**src/hdl/bmrg_pkg.sv**
```systemverilog
package bmrg_pkg;

  localparam int SAMPLE_BITS     = 12;
  localparam int COEF_BITS       = 16;
  localparam int COEF_FRAC_BITS  = 14;
  localparam int LEVEL_FRAC_BITS = 8;
  localparam int LEVEL_BITS      = SAMPLE_BITS + LEVEL_FRAC_BITS;
  localparam int THRESH_BITS     = 12;
  localparam int CFG_ADDR_BITS   = 5;
  localparam int CFG_DATA_BITS   = 32;
  localparam int CFG_INDEX_BITS  = 3;

  typedef enum logic [CFG_INDEX_BITS-1:0] {
    REG_COEF_B0        = 3'd0,
    REG_COEF_B1        = 3'd1,
    REG_COEF_A0        = 3'd2,
    REG_CRITICAL_LEVEL = 3'd3,
    REG_WARNING_LEVEL  = 3'd4,
    REG_BATTERY_SUPPLY = 3'd5,
    REG_START_ENABLED  = 3'd6
  } bmrg_reg_t;

  localparam logic [COEF_BITS-1:0]   COEF_B0_RST        = 16'sd8192;
  localparam logic [COEF_BITS-1:0]   COEF_B1_RST        = 16'sd8192;
  localparam logic [COEF_BITS-1:0]   COEF_A0_RST        = -16'sd8192;
  localparam logic [THRESH_BITS-1:0] CRITICAL_LEVEL_RST = 12'd2800;
  localparam logic [THRESH_BITS-1:0] WARNING_LEVEL_RST  = 12'd3000;
  localparam logic                   BATTERY_SUPPLY_RST = 1'b1;
  localparam logic                   START_ENABLED_RST  = 1'b1;

  typedef struct packed {
    logic [COEF_BITS-1:0] b0;
    logic [COEF_BITS-1:0] b1;
    logic [COEF_BITS-1:0] a0;
  } bmrg_coef_t;

  typedef struct packed {
    logic [11:0] supply_code;
    logic        button_press;
  } bmrg_in_t;

  typedef struct packed {
    logic [19:0] filtered_level;
    logic        below_warning;
    logic        below_critical;
    logic        drive_enable;
    logic        enable_changed;
  } bmrg_out_t;

endpackage

```
**src/hdl/bmrg_iir.sv**
```systemverilog
module bmrg_iir import bmrg_pkg::*; (
  input  logic [SAMPLE_BITS-1:0] sample,
  input  logic [SAMPLE_BITS-1:0] prev_sample,
  input  logic [LEVEL_BITS-1:0]  level_prev,
  input  bmrg_coef_t             coef,
  input  logic                   first,
  output logic [LEVEL_BITS-1:0]  level
);

  localparam int PROD_X_W = COEF_BITS + SAMPLE_BITS + 1;
  localparam int PROD_Y_W = COEF_BITS + LEVEL_BITS + 1;
  localparam int ACC_W    = COEF_BITS + LEVEL_BITS + 3;
  localparam logic [ACC_W-1:0] ROUND_HALF = ACC_W'(1) << (COEF_FRAC_BITS - 1);

  logic signed [PROD_X_W-1:0] prod_b0;
  logic signed [PROD_X_W-1:0] prod_b1;
  logic signed [PROD_Y_W-1:0] prod_a0;
  logic [ACC_W-1:0]           ext_b0;
  logic [ACC_W-1:0]           ext_b1;
  logic [ACC_W-1:0]           ext_a0;
  logic [ACC_W-1:0]           acc;
  logic                       acc_neg;
  logic                       acc_over;

  // samples carry no fraction bits yet; scale after the multiply
  assign prod_b0 = $signed({{(PROD_X_W-COEF_BITS){coef.b0[COEF_BITS-1]}}, coef.b0})
                 * $signed({{(PROD_X_W-SAMPLE_BITS){1'b0}}, sample});
  assign prod_b1 = $signed({{(PROD_X_W-COEF_BITS){coef.b1[COEF_BITS-1]}}, coef.b1})
                 * $signed({{(PROD_X_W-SAMPLE_BITS){1'b0}}, prev_sample});
  assign prod_a0 = $signed({{(PROD_Y_W-COEF_BITS){coef.a0[COEF_BITS-1]}}, coef.a0})
                 * $signed({{(PROD_Y_W-LEVEL_BITS){1'b0}}, level_prev});

  assign ext_b0 = {{(ACC_W-PROD_X_W){prod_b0[PROD_X_W-1]}}, prod_b0} << LEVEL_FRAC_BITS;
  assign ext_b1 = {{(ACC_W-PROD_X_W){prod_b1[PROD_X_W-1]}}, prod_b1} << LEVEL_FRAC_BITS;
  assign ext_a0 = {{(ACC_W-PROD_Y_W){prod_a0[PROD_Y_W-1]}}, prod_a0};

  assign acc      = ext_b0 + ext_b1 - ext_a0 + ROUND_HALF;
  assign acc_neg  = acc[ACC_W-1];
  assign acc_over = |acc[ACC_W-1:COEF_FRAC_BITS+LEVEL_BITS];

  always_comb begin
    if (first) begin
      level = {sample, {LEVEL_FRAC_BITS{1'b0}}};
    end else if (acc_neg) begin
      level = '0;
    end else if (acc_over) begin
      level = '1;
    end else begin
      level = acc[COEF_FRAC_BITS +: LEVEL_BITS];
    end
  end

endmodule

```
**src/hdl/battery_monitor_regulation_gate_core.sv**
```systemverilog
// Supply monitor with regulation gate. Each request carries one supply ADC code and a
// button-press flag and yields one result: the first-order IIR filtered level (8 fraction
// bits, rounded half up, saturated), below-warning and below-critical flags, the drive
// enable and its change flag. The first request after reset loads the filter and forces the
// change flag. A request passes the input register and then the result register; a new
// request is taken every cycle unless the result register is full and stalled; the filter
// feedback (three coefficient products, sum, round, saturate and compare) is combinational.
// Coefficients and thresholds sit on the cfg_ APB port, registers at 4*index.
module battery_monitor_regulation_gate_core import bmrg_pkg::*; (
  input  logic                     clk,
  input  logic                     rst_n,
  input  logic                     in_valid,
  output logic                     in_stall,
  input  bmrg_in_t                 in_data,
  output logic                     out_valid,
  input  logic                     out_stall,
  output bmrg_out_t                out_data,
  input  logic                     cfg_psel,
  input  logic                     cfg_penable,
  input  logic                     cfg_pwrite,
  input  logic [CFG_ADDR_BITS-1:0] cfg_paddr,
  input  logic [CFG_DATA_BITS-1:0] cfg_pwdata,
  output logic [CFG_DATA_BITS-1:0] cfg_prdata,
  output logic                     cfg_pready
);

  // configuration
  bmrg_coef_t             coef_r;
  logic [THRESH_BITS-1:0] critical_level_r;
  logic [THRESH_BITS-1:0] warning_level_r;
  logic                   battery_supply_r;
  logic                   start_enabled_r;
  bmrg_reg_t              cfg_index;
  logic                   cfg_write;

  // pipeline
  logic      in_valid_r;
  bmrg_in_t  in_data_r;
  logic      out_valid_r;
  bmrg_out_t out_data_r;
  bmrg_out_t out_data_nxt;
  logic      fire;
  logic      in_take;

  // filter state
  logic [SAMPLE_BITS-1:0] prev_sample_r;
  logic [LEVEL_BITS-1:0]  filter_out_r;
  logic                   button_enable_r;
  logic                   voltage_ok_r;
  logic                   last_reported_r;
  logic                   primed_r;
  logic [SAMPLE_BITS-1:0] prev_sample_nxt;
  logic [LEVEL_BITS-1:0]  filter_out_nxt;
  logic                   button_enable_nxt;
  logic                   voltage_ok_nxt;
  logic                   below_c_nxt;
  logic                   below_w_nxt;
  logic                   drive_nxt;
  logic                   first;

  assign cfg_pready = 1'b1;
  assign cfg_index  = bmrg_reg_t'(cfg_paddr[CFG_ADDR_BITS-1:2]);
  assign cfg_write  = cfg_psel & cfg_penable & cfg_pwrite & cfg_pready;

  always_ff @(posedge clk) begin
    if (!rst_n) begin
      coef_r.b0        <= COEF_B0_RST;
      coef_r.b1        <= COEF_B1_RST;
      coef_r.a0        <= COEF_A0_RST;
      critical_level_r <= CRITICAL_LEVEL_RST;
      warning_level_r  <= WARNING_LEVEL_RST;
      battery_supply_r <= BATTERY_SUPPLY_RST;
      start_enabled_r  <= START_ENABLED_RST;
    end else if (cfg_write) begin
      case (cfg_index)
        REG_COEF_B0:        coef_r.b0        <= cfg_pwdata[COEF_BITS-1:0];
        REG_COEF_B1:        coef_r.b1        <= cfg_pwdata[COEF_BITS-1:0];
        REG_COEF_A0:        coef_r.a0        <= cfg_pwdata[COEF_BITS-1:0];
        REG_CRITICAL_LEVEL: critical_level_r <= cfg_pwdata[THRESH_BITS-1:0];
        REG_WARNING_LEVEL:  warning_level_r  <= cfg_pwdata[THRESH_BITS-1:0];
        REG_BATTERY_SUPPLY: battery_supply_r <= cfg_pwdata[0];
        REG_START_ENABLED:  start_enabled_r  <= cfg_pwdata[0];
        default: ;
      endcase
    end
  end

  always_comb begin
    case (cfg_index)
      REG_COEF_B0:
        cfg_prdata = {{(CFG_DATA_BITS-COEF_BITS){coef_r.b0[COEF_BITS-1]}}, coef_r.b0};
      REG_COEF_B1:
        cfg_prdata = {{(CFG_DATA_BITS-COEF_BITS){coef_r.b1[COEF_BITS-1]}}, coef_r.b1};
      REG_COEF_A0:
        cfg_prdata = {{(CFG_DATA_BITS-COEF_BITS){coef_r.a0[COEF_BITS-1]}}, coef_r.a0};
      REG_CRITICAL_LEVEL: cfg_prdata = CFG_DATA_BITS'(critical_level_r);
      REG_WARNING_LEVEL:  cfg_prdata = CFG_DATA_BITS'(warning_level_r);
      REG_BATTERY_SUPPLY: cfg_prdata = CFG_DATA_BITS'(battery_supply_r);
      REG_START_ENABLED:  cfg_prdata = CFG_DATA_BITS'(start_enabled_r);
      default:            cfg_prdata = '0;
    endcase
  end

  // compute stage advances whenever the result register is free or being drained
  assign fire     = in_valid_r & (~out_valid_r | ~out_stall);
  assign in_stall = in_valid_r & ~fire;
  assign in_take  = in_valid & ~in_stall;

  always_ff @(posedge clk) begin
    if (!rst_n) begin
      in_valid_r <= 1'b0;
    end else if (in_take) begin
      in_valid_r <= 1'b1;
    end else if (fire) begin
      in_valid_r <= 1'b0;
    end
  end

  always_ff @(posedge clk) begin
    if (in_take) begin
      in_data_r <= in_data;
    end
  end

  assign first           = ~primed_r;
  assign prev_sample_nxt = in_data_r.supply_code[SAMPLE_BITS-1:0];

  bmrg_iir u_iir (
    .sample      (prev_sample_nxt),
    .prev_sample (prev_sample_r),
    .level_prev  (filter_out_r),
    .coef        (coef_r),
    .first       (first),
    .level       (filter_out_nxt)
  );

  always_comb begin
    below_c_nxt = filter_out_nxt < {critical_level_r, {LEVEL_FRAC_BITS{1'b0}}};
    below_w_nxt = filter_out_nxt < {warning_level_r, {LEVEL_FRAC_BITS{1'b0}}};
    button_enable_nxt = (first ? start_enabled_r : button_enable_r) ^ in_data_r.button_press;
    // on mains supply a critical level leaves voltage-ok alone
    if (below_c_nxt) begin
      voltage_ok_nxt = battery_supply_r ? 1'b0 : voltage_ok_r;
    end else begin
      voltage_ok_nxt = 1'b1;
    end
    drive_nxt = button_enable_nxt & voltage_ok_nxt;
    out_data_nxt.filtered_level = filter_out_nxt;
    out_data_nxt.below_warning  = below_w_nxt;
    out_data_nxt.below_critical = below_c_nxt;
    out_data_nxt.drive_enable   = drive_nxt;
    out_data_nxt.enable_changed = first | (drive_nxt != last_reported_r);
  end

  always_ff @(posedge clk) begin
    if (!rst_n) begin
      prev_sample_r   <= '0;
      filter_out_r    <= '0;
      button_enable_r <= START_ENABLED_RST;
      voltage_ok_r    <= 1'b0;
      last_reported_r <= 1'b0;
      primed_r        <= 1'b0;
    end else if (fire) begin
      prev_sample_r   <= prev_sample_nxt;
      filter_out_r    <= filter_out_nxt;
      button_enable_r <= button_enable_nxt;
      voltage_ok_r    <= voltage_ok_nxt;
      last_reported_r <= drive_nxt;
      primed_r        <= 1'b1;
    end
  end

  always_ff @(posedge clk) begin
    if (!rst_n) begin
      out_valid_r <= 1'b0;
    end else if (fire) begin
      out_valid_r <= 1'b1;
    end else if (~out_stall) begin
      out_valid_r <= 1'b0;
    end
  end

  always_ff @(posedge clk) begin
    if (fire) begin
      out_data_r <= out_data_nxt;
    end
  end

  assign out_valid = out_valid_r;
  assign out_data  = out_data_r;

  a_stall_only_when_full: assert property (@(posedge clk) disable iff (!rst_n)
    in_stall |-> (out_valid_r && out_stall && in_valid_r))
    else $error("input stalled while result register can drain");

  a_first_forces_change: assert property (@(posedge clk) disable iff (!rst_n)
    (fire && !primed_r) |-> out_data_nxt.enable_changed)
    else $error("first request did not flag an enable change");

  a_primed_after_fire: assert property (@(posedge clk) disable iff (!rst_n)
    fire |=> (primed_r && out_valid_r))
    else $error("request completed without priming filter or raising result");

  a_critical_implies_warning: assert property (@(posedge clk) disable iff (!rst_n)
    (fire && (critical_level_r <= warning_level_r) && below_c_nxt) |-> below_w_nxt)
    else $error("below critical but not below warning");

  a_drive_needs_voltage: assert property (@(posedge clk) disable iff (!rst_n)
    fire |=> (!last_reported_r || voltage_ok_r))
    else $error("drive enabled without voltage ok");

endmodule

```
**config.mk**
```make
export PLATFORM = sky130hd
export DESIGN_NAME = battery_monitor_regulation_gate_core
export DESIGN_NICKNAME = d
export VERILOG_FILES = /design/src/hdl/bmrg_pkg.sv /design/src/hdl/bmrg_iir.sv /design/src/hdl/battery_monitor_regulation_gate_core.sv
export SDC_FILE = /design/constraint.sdc
export NUM_CORES = 2
export LEC_CHECK = 0
export BUFFER_PORTS_ARGS = -buffer_cell sky130_fd_sc_hd__buf_2
export CORE_UTILIZATION = 29
export CTS_CLUSTER_DIAMETER = 100
export CTS_CLUSTER_SIZE = 20
export DETAILED_ROUTE_END_ITERATION = 8
export GPL_TIMING_DRIVEN = 0
export SYNTH_ARGS = -nofsm -noshare
export SYNTH_HDL_FRONTEND = slang
export SYNTH_SLANG_ARGS = --single-unit
```
**constraint.sdc**
```tcl
create_clock -name clk -period 11.3 [get_ports clk]
set_input_delay 1.13 -clock clk [delete_from_list [all_inputs] [get_ports clk]]
set_output_delay 1.13 -clock clk [all_outputs]
set_load 0.03 [all_outputs]
```
Word level (Yosys, flattened, before mapping)

Index checks and enable logic that the tools add are counted.

Flip-flop bits (word level): 149
Bits of input ports: 57
Output and inout port bits: 59
Word-level logic and storage cells: 73

$add $sub $neg: 3
$mul: 3
$lt $le $gt $ge: 2
Eq/ne operators: 8
Multiplexer cells: 11
Bitwise gates (word level): 14
Reduce and logical (&&, ||, !) cells: 10

Operator list:

| cell                     | number |
|---|---|
| $pmux W32 S7             | 1 |
| $mux W20                 | 3 |
| $mul A16 B13 Y29         | 2 |
| $lt A20 B20 Y1           | 2 |
| $add A39 B14 Y39 const B | 1 |
| $sub A39 B39 Y39         | 1 |
| $add A37 B37 Y38         | 1 |
| $mul A16 B21 Y37         | 1 |
| $reduce_and A2 Y1        | 7 |
| $eq A3 B3 Y1 const B     | 3 |
| $mux W1                  | 7 |
| $and A1 B1 Y1            | 6 |
| $eq A3 B2 Y1 const B     | 2 |
| $not A1 Y1               | 5 |
| $reduce_or A5 Y1         | 1 |
| $eq A3 B1 Y1 const B     | 1 |
| $logic_not A3 Y1         | 1 |
| $ne A2 B1 Y1 const B     | 1 |
| $or A1 B1 Y1             | 2 |
| $reduce_bool A2 Y1       | 1 |
| $ne A1 B1 Y1             | 1 |
| $xor A1 B1 Y1            | 1 |

Depth between registers and ports, before layout

Depth after elaboration: 13
Depth in mapped cells: 54
Mapped depth without buffers: 52

Cells and area by module

A second synthesis with hierarchy kept.

Cells, all modules: 3,725
Area total of the unflattened synthesis: 33,415.8 µm²

Modules (own cells, without submodules):

| module                               | times used | cells each | area an instance (µm²) | seq. area each (µm²) |
|---|---|---|---|---|
| bmrg_iir                             | 1          | 3,016      | 27,045.9               | 0.0 |
| battery_monitor_regulation_gate_core | 1          | 709        | 6,369.9                | 3,353.2 |

Worst setup path after synthesis

No wires, ideal clock.

Path kind: register -> register
From: register in_data_r (netlist bit prev_sample_nxt[3])
To: register out_data_r (netlist bit out_data[0]) (data pin)
Setup time: 0.267 ns
Data arrival time: 10.451 ns
Required time: 11.033 ns
Path slack: 0.582 ns
Stages on the path, launching flop included: 51
Path buffers: 2
Clock period less this slack: 10.718 ns
Cell sequence: edfxtp_1 -> clkbuf_1 -> and2_1 -> fa_1 -> inv_1 -> fa_1 -> inv_1 -> fa_1 -> inv_1 -> fa_1 -> fa_1 -> inv_1 -> ha_1 -> a21boi_0 -> o311ai_0 -> a21oi_1 -> or2_2 -> a21oi_1 -> [... 15 more ...] -> o211ai_1 -> a31o_2 -> o22a_1 -> a311oi_2 -> nor2_1 -> nand2_1 -> buf_4 -> o21ai_1 -> nand2_1 -> ha_1 -> a21o_1 -> a21o_1 -> a21oi_1 -> nor2_1 -> a211oi_1 -> and3_1 -> o211a_1 -> a211oi_2

RTL lines:

| what                     | RTL line                                    | RTL |
|---|---|---|
| start: declaration       | battery_monitor_regulation_gate_core.sv:38  | `bmrg_in_t in_data_r;` |
| start signal: assignment | battery_monitor_regulation_gate_core.sv:121 | `in_data_r <= in_data;` |
| end signal: assignment   | battery_monitor_regulation_gate_core.sv:185 | `out_data_r <= out_data_nxt;` |
| end: declaration         | battery_monitor_regulation_gate_core.sv:40  | `bmrg_out_t out_data_r;` |

==> impl_metrics.tcl <==
set metrics [dict create \
    die_x_um 348.6 \
    synth-edff-count 37 \
    average_cell_area_after_synthesis_um2 8.583 \
    chipHeight_um 348.6 \
    clock-sinks 149 \
    report.final.setup_viol 0 \
    final_net_count 5255 \
    post_synth_main_area_contributors "fa_1, ha_1, inv_1" \
    initial_core_util_pct 29.38 \
    firstDrtPassIters 6 \
    iteration_0_drc_count_of_the_detailed_router 2109 \
    critical_path.max_fanout 6 \
    clk_transition_reported_paths_ns 0.08 \
    regArea_um2 3450 \
    cts-buffers-inserted 17 \
    final.setup_skew_ns 0.01933 \
    maxSlewViolCount 0 \
    power.switching_mw 2.470 \
    wl_final_um 109400 \
    postSynthNetCount 5096 \
    design.core.area_um2 118600 \
    ys_ff_latch 149 \
    avgViaCountPerCell 4.842 \
    final_min_period_over_clock_period_pct 98.06 \
    power.internal_mw 2.365 \
    critical_path.reg2reg.startpoint "prev_sample_nxt[2]" \
    grt_start_max_net_pins 31 \
    routed_length_on_met1_um 48650 \
    global_route.usage.total_pct 18.29 \
    worstHoldPathType "reg2reg" \
    timing.hold.worst_endpoint "voltage_ok_r" \
    maxClockFrequency_ghz 0.09024 \
    worstRegToRegCells 48 \
    wire_length_of_the_first_global_routing_pass_um 168400 \
    yosys.cell_types.count 80 \
    io-pin-count 116 \
    min_delay_path_depth 2 \
    dominant_synthesized_flop_cell "dfxtp_1" \
    tightestPinTransition_ns 1.405 \
    clock_tree_root "clkbuf_16" \
    sequentialPowerShare_pct 13.1 \
    critPathArrivalTime_ns 11.35 \
    crit_path_start_kind "flip-flop" \
    timing.final.crit_period_ns 11.08 \
    dr_total_vias 28241 \
    yosysSeqAreaShare_pct 9.627 \
    rrSetupSlack_ns 0.22 \
    run_status "complete, no violations" \
    endpoint_kind "flip-flop" \
    cts.path.max_buffers 2 \
    antenna_left 0 \
    globalplace.congestion 0.9328 \
    yosysTopAreaCellShare_pct 34.89 \
    io_buffers 95 \
    max_slew_margin_pct 5.457 \
    hold_viol_final 0 \
    wire_per_inst_um 18.76 \
    netlist.top_cell.by_area "fa_1" \
    cts.hold.buffers_added 0 \
    dpl_worst_slack_ns -2.053 \
    synthToLayoutAreaGrowth_pct 13.93 \
    multiInputGateArea_um2 28560 \
    combinationalPowerShare_pct 73.7 \
    cp.required_ns 11.57 \
    top_layer "met5" \
    dp_hpwl_um 90740 \
    detailroute.wirelength.met3_um 9388 \
    fill_cells 12465 \
    crit_top_cell "fa_1" \
    synth_warnings 0 \
    swShare_pct 51.08 \
    antenna_found_initial 9 \
    timing.max_cap.violations 0 \
    synth_instances 4058 \
    setup-tns-final_ns 0 \
    clockPowerShare_pct 13.2 \
    setup_ws_ns 0.2189 \
    timing.hold.ws_ns 0.4800 \
    tritoncts "done" \
    first_global_vias 28275 \
    worst_path_largest_cell_delay_ns 0.54 \
    netlist_area_um2 34830 \
    grt_remaining_overflow 0 \
    irDropWorstVdd_v 0.0002490 \
    worst_path_max_delay_cell "fa_1" \
    post_route_cells_drive_above_1_share_pct 12.55 \
    pwr_density_cell_nw_per_um2 121.8 \
    synthArstFlopShare_pct 0 \
    cts.htree.levels 4 \
    timing.setup.critical_path_class "reg2reg" \
    count_of_unresolved_drc_violations_after_routing 0 \
    wl_met2_um 48150 \
    clk_latency_ns 0.49 \
    rows 126 \
    r2r-end "out_data[0]" \
    die_area_um2 121500 \
    leakage_nw 19.26 \
    worstHoldStart "voltage_ok_r" \
]
synth_stat cells, types with 9 or more instances:
library cell	n
fa_1	607
nand2_1	633
inv_1	826
nor3_1	32
nand3_1	35
a211oi_1	19
o221ai_1	11
dfxtp_1	112
a31oi_1	25
o31ai_1	9
o21ai_0	82
a21oi_1	115
clkbuf_1	153
o211ai_1	20
mux2i_1	23
xnor2_1	82
nor2b_1	15
buf_4	18
a21o_1	62
o21bai_1	17
o21a_1	17
nand2b_1	30
nand4_1	16
xor2_1	40
a22oi_1	12
edfxtp_1	37
and3_1	15
and2_1	316
nor2_1	111
a21boi_0	77
ha_1	374
what timing repair did:
action                                  4_1_cts  5_1_grt
endpoints found under the setup margin       16        6
buffers inserted                             35       20
resized for setup                           243      243
pin swaps                                    46       62
gates cloned                                  1        0
critical path: cells and delay by family (launching register included):
kind,cells,cell delay [ns]
AOI/OAI and AO/OA,17,3.35
muxes,1,0.25
buffers and inverters,7,0.69
adders and majority gates,10,3.87
and+or+nand+nor,11,1.96
xor gates and xnor gates,2,0.34
DFF,1,0.38
cells by family (layout without fill, tap and decap cells):
kind of cell,after synthesis,count (layout),synth area share (%)
simple gates,1250,1250,17.03
buf+inv,1006,1178,11.07
fa+ha+maj,981,981,48.32
compound gates,525,525,10.18
flops,149,149,9.627
xor+xnor,122,122,3.068
mux,24,24,0.6933
other cells,1,4,0.01077
how the worst max path moves through the flow:
stage                                   from           to  slack (ns)  cells after the start
after floorplan           prev_sample_nxt[3]  out_data[0]        0.58                     50
after global placement    prev_sample_nxt[3]  out_data[3]       -2.51                     45
after detailed placement          coef_r[15]  out_data[0]       -2.05                     45
after CTS                 prev_sample_nxt[2]  out_data[0]       0.006                     50
after global routing      prev_sample_nxt[2]  out_data[0]       -0.09                     51
final                     prev_sample_nxt[2]  out_data[0]        0.22                     48
flip-flops by register name, indices dropped and copies added, names as in the netlist, 12 cells and up:
| name | flops |
|---|---|
| coef_r | 48 |
| critical_level_r | 12 |
| filter_out_r | 20 |
| out_data | 24 |
| prev_sample_nxt | 12 |
| prev_sample_r | 12 |
| warning_level_r | 12 |
cells in the final DEF, fill, tap and decap left out, types with 20 or more instances in the layout:
cell / n
clkbuf_1: 41
buf_2: 107
a21boi_0: 74
buf_4: 83
xnor2_1: 73
inv_1: 825
xor2_1: 39
a21oi_2: 21
o211ai_1: 20
fa_1: 607
nor3_1: 27
o21ai_0: 61
a31oi_1: 21
a21oi_1: 92
edfxtp_1: 37
nand2_1: 618
dfxtp_2: 41
a21o_1: 62
nand2b_1: 30
clkbuf_2: 45
nor2_1: 106
nand3_1: 34
and2_1: 315
clkbuf_4: 22
ha_1: 347
dfxtp_1: 59
mux2i_1: 22
final cells by class:
cell class / count / share of cell area, %
inverters: 829 / 7.854
repair buffers: 154 / 2.412
clock inverters: 15 / 0.5266
clock buffers: 17 / 1.072
diodes: 3 / 0.01892
flip-flops and latches: 149 / 8.693
well taps: 1600 / 5.045
plain buffers: 163 / 2.415
multi-input cells: 2903 / 71.96
per-layer routing:
metal	up-vias	global-route usage [%]
met1	14194	25.75
met3	142	3.395
met4	2	5.567
met5	-	0
met2	987	28.25
li1	12916	-
per-stage QoR:
stage / cell area (um^2) / power [mW] / utilization, % / std cells
after global placement: 37310 / 3.551 / 31.47 / 5753
after detailed placement: 37360 / 3.577 / 31.51 / 5756
after CTS: 38890 / 4.663 / 32.80 / 5812
after global routing: 39680 / 5.188 / 33.47 / 5831
after floorplan: 34830 / 2.786 / - / 4058
final: 39680 / 4.835 / 33.47 / 5833
power groups by stage:
stage | Clock [mW] | Sequential (mW) | Combinational [mW]
3_3_place_gp | 0 | 0.641 | 2.91
2_1_floorplan | 0 | 0.632 | 2.15
3_5_place_dp | 0 | 0.641 | 2.94
5_1_grt | 0.664 | 0.634 | 3.89
4_1_cts | 0.650 | 0.633 | 3.38
6_report | 0.639 | 0.633 | 3.56
No activity file was read; power rests on OpenSTA's default activity.
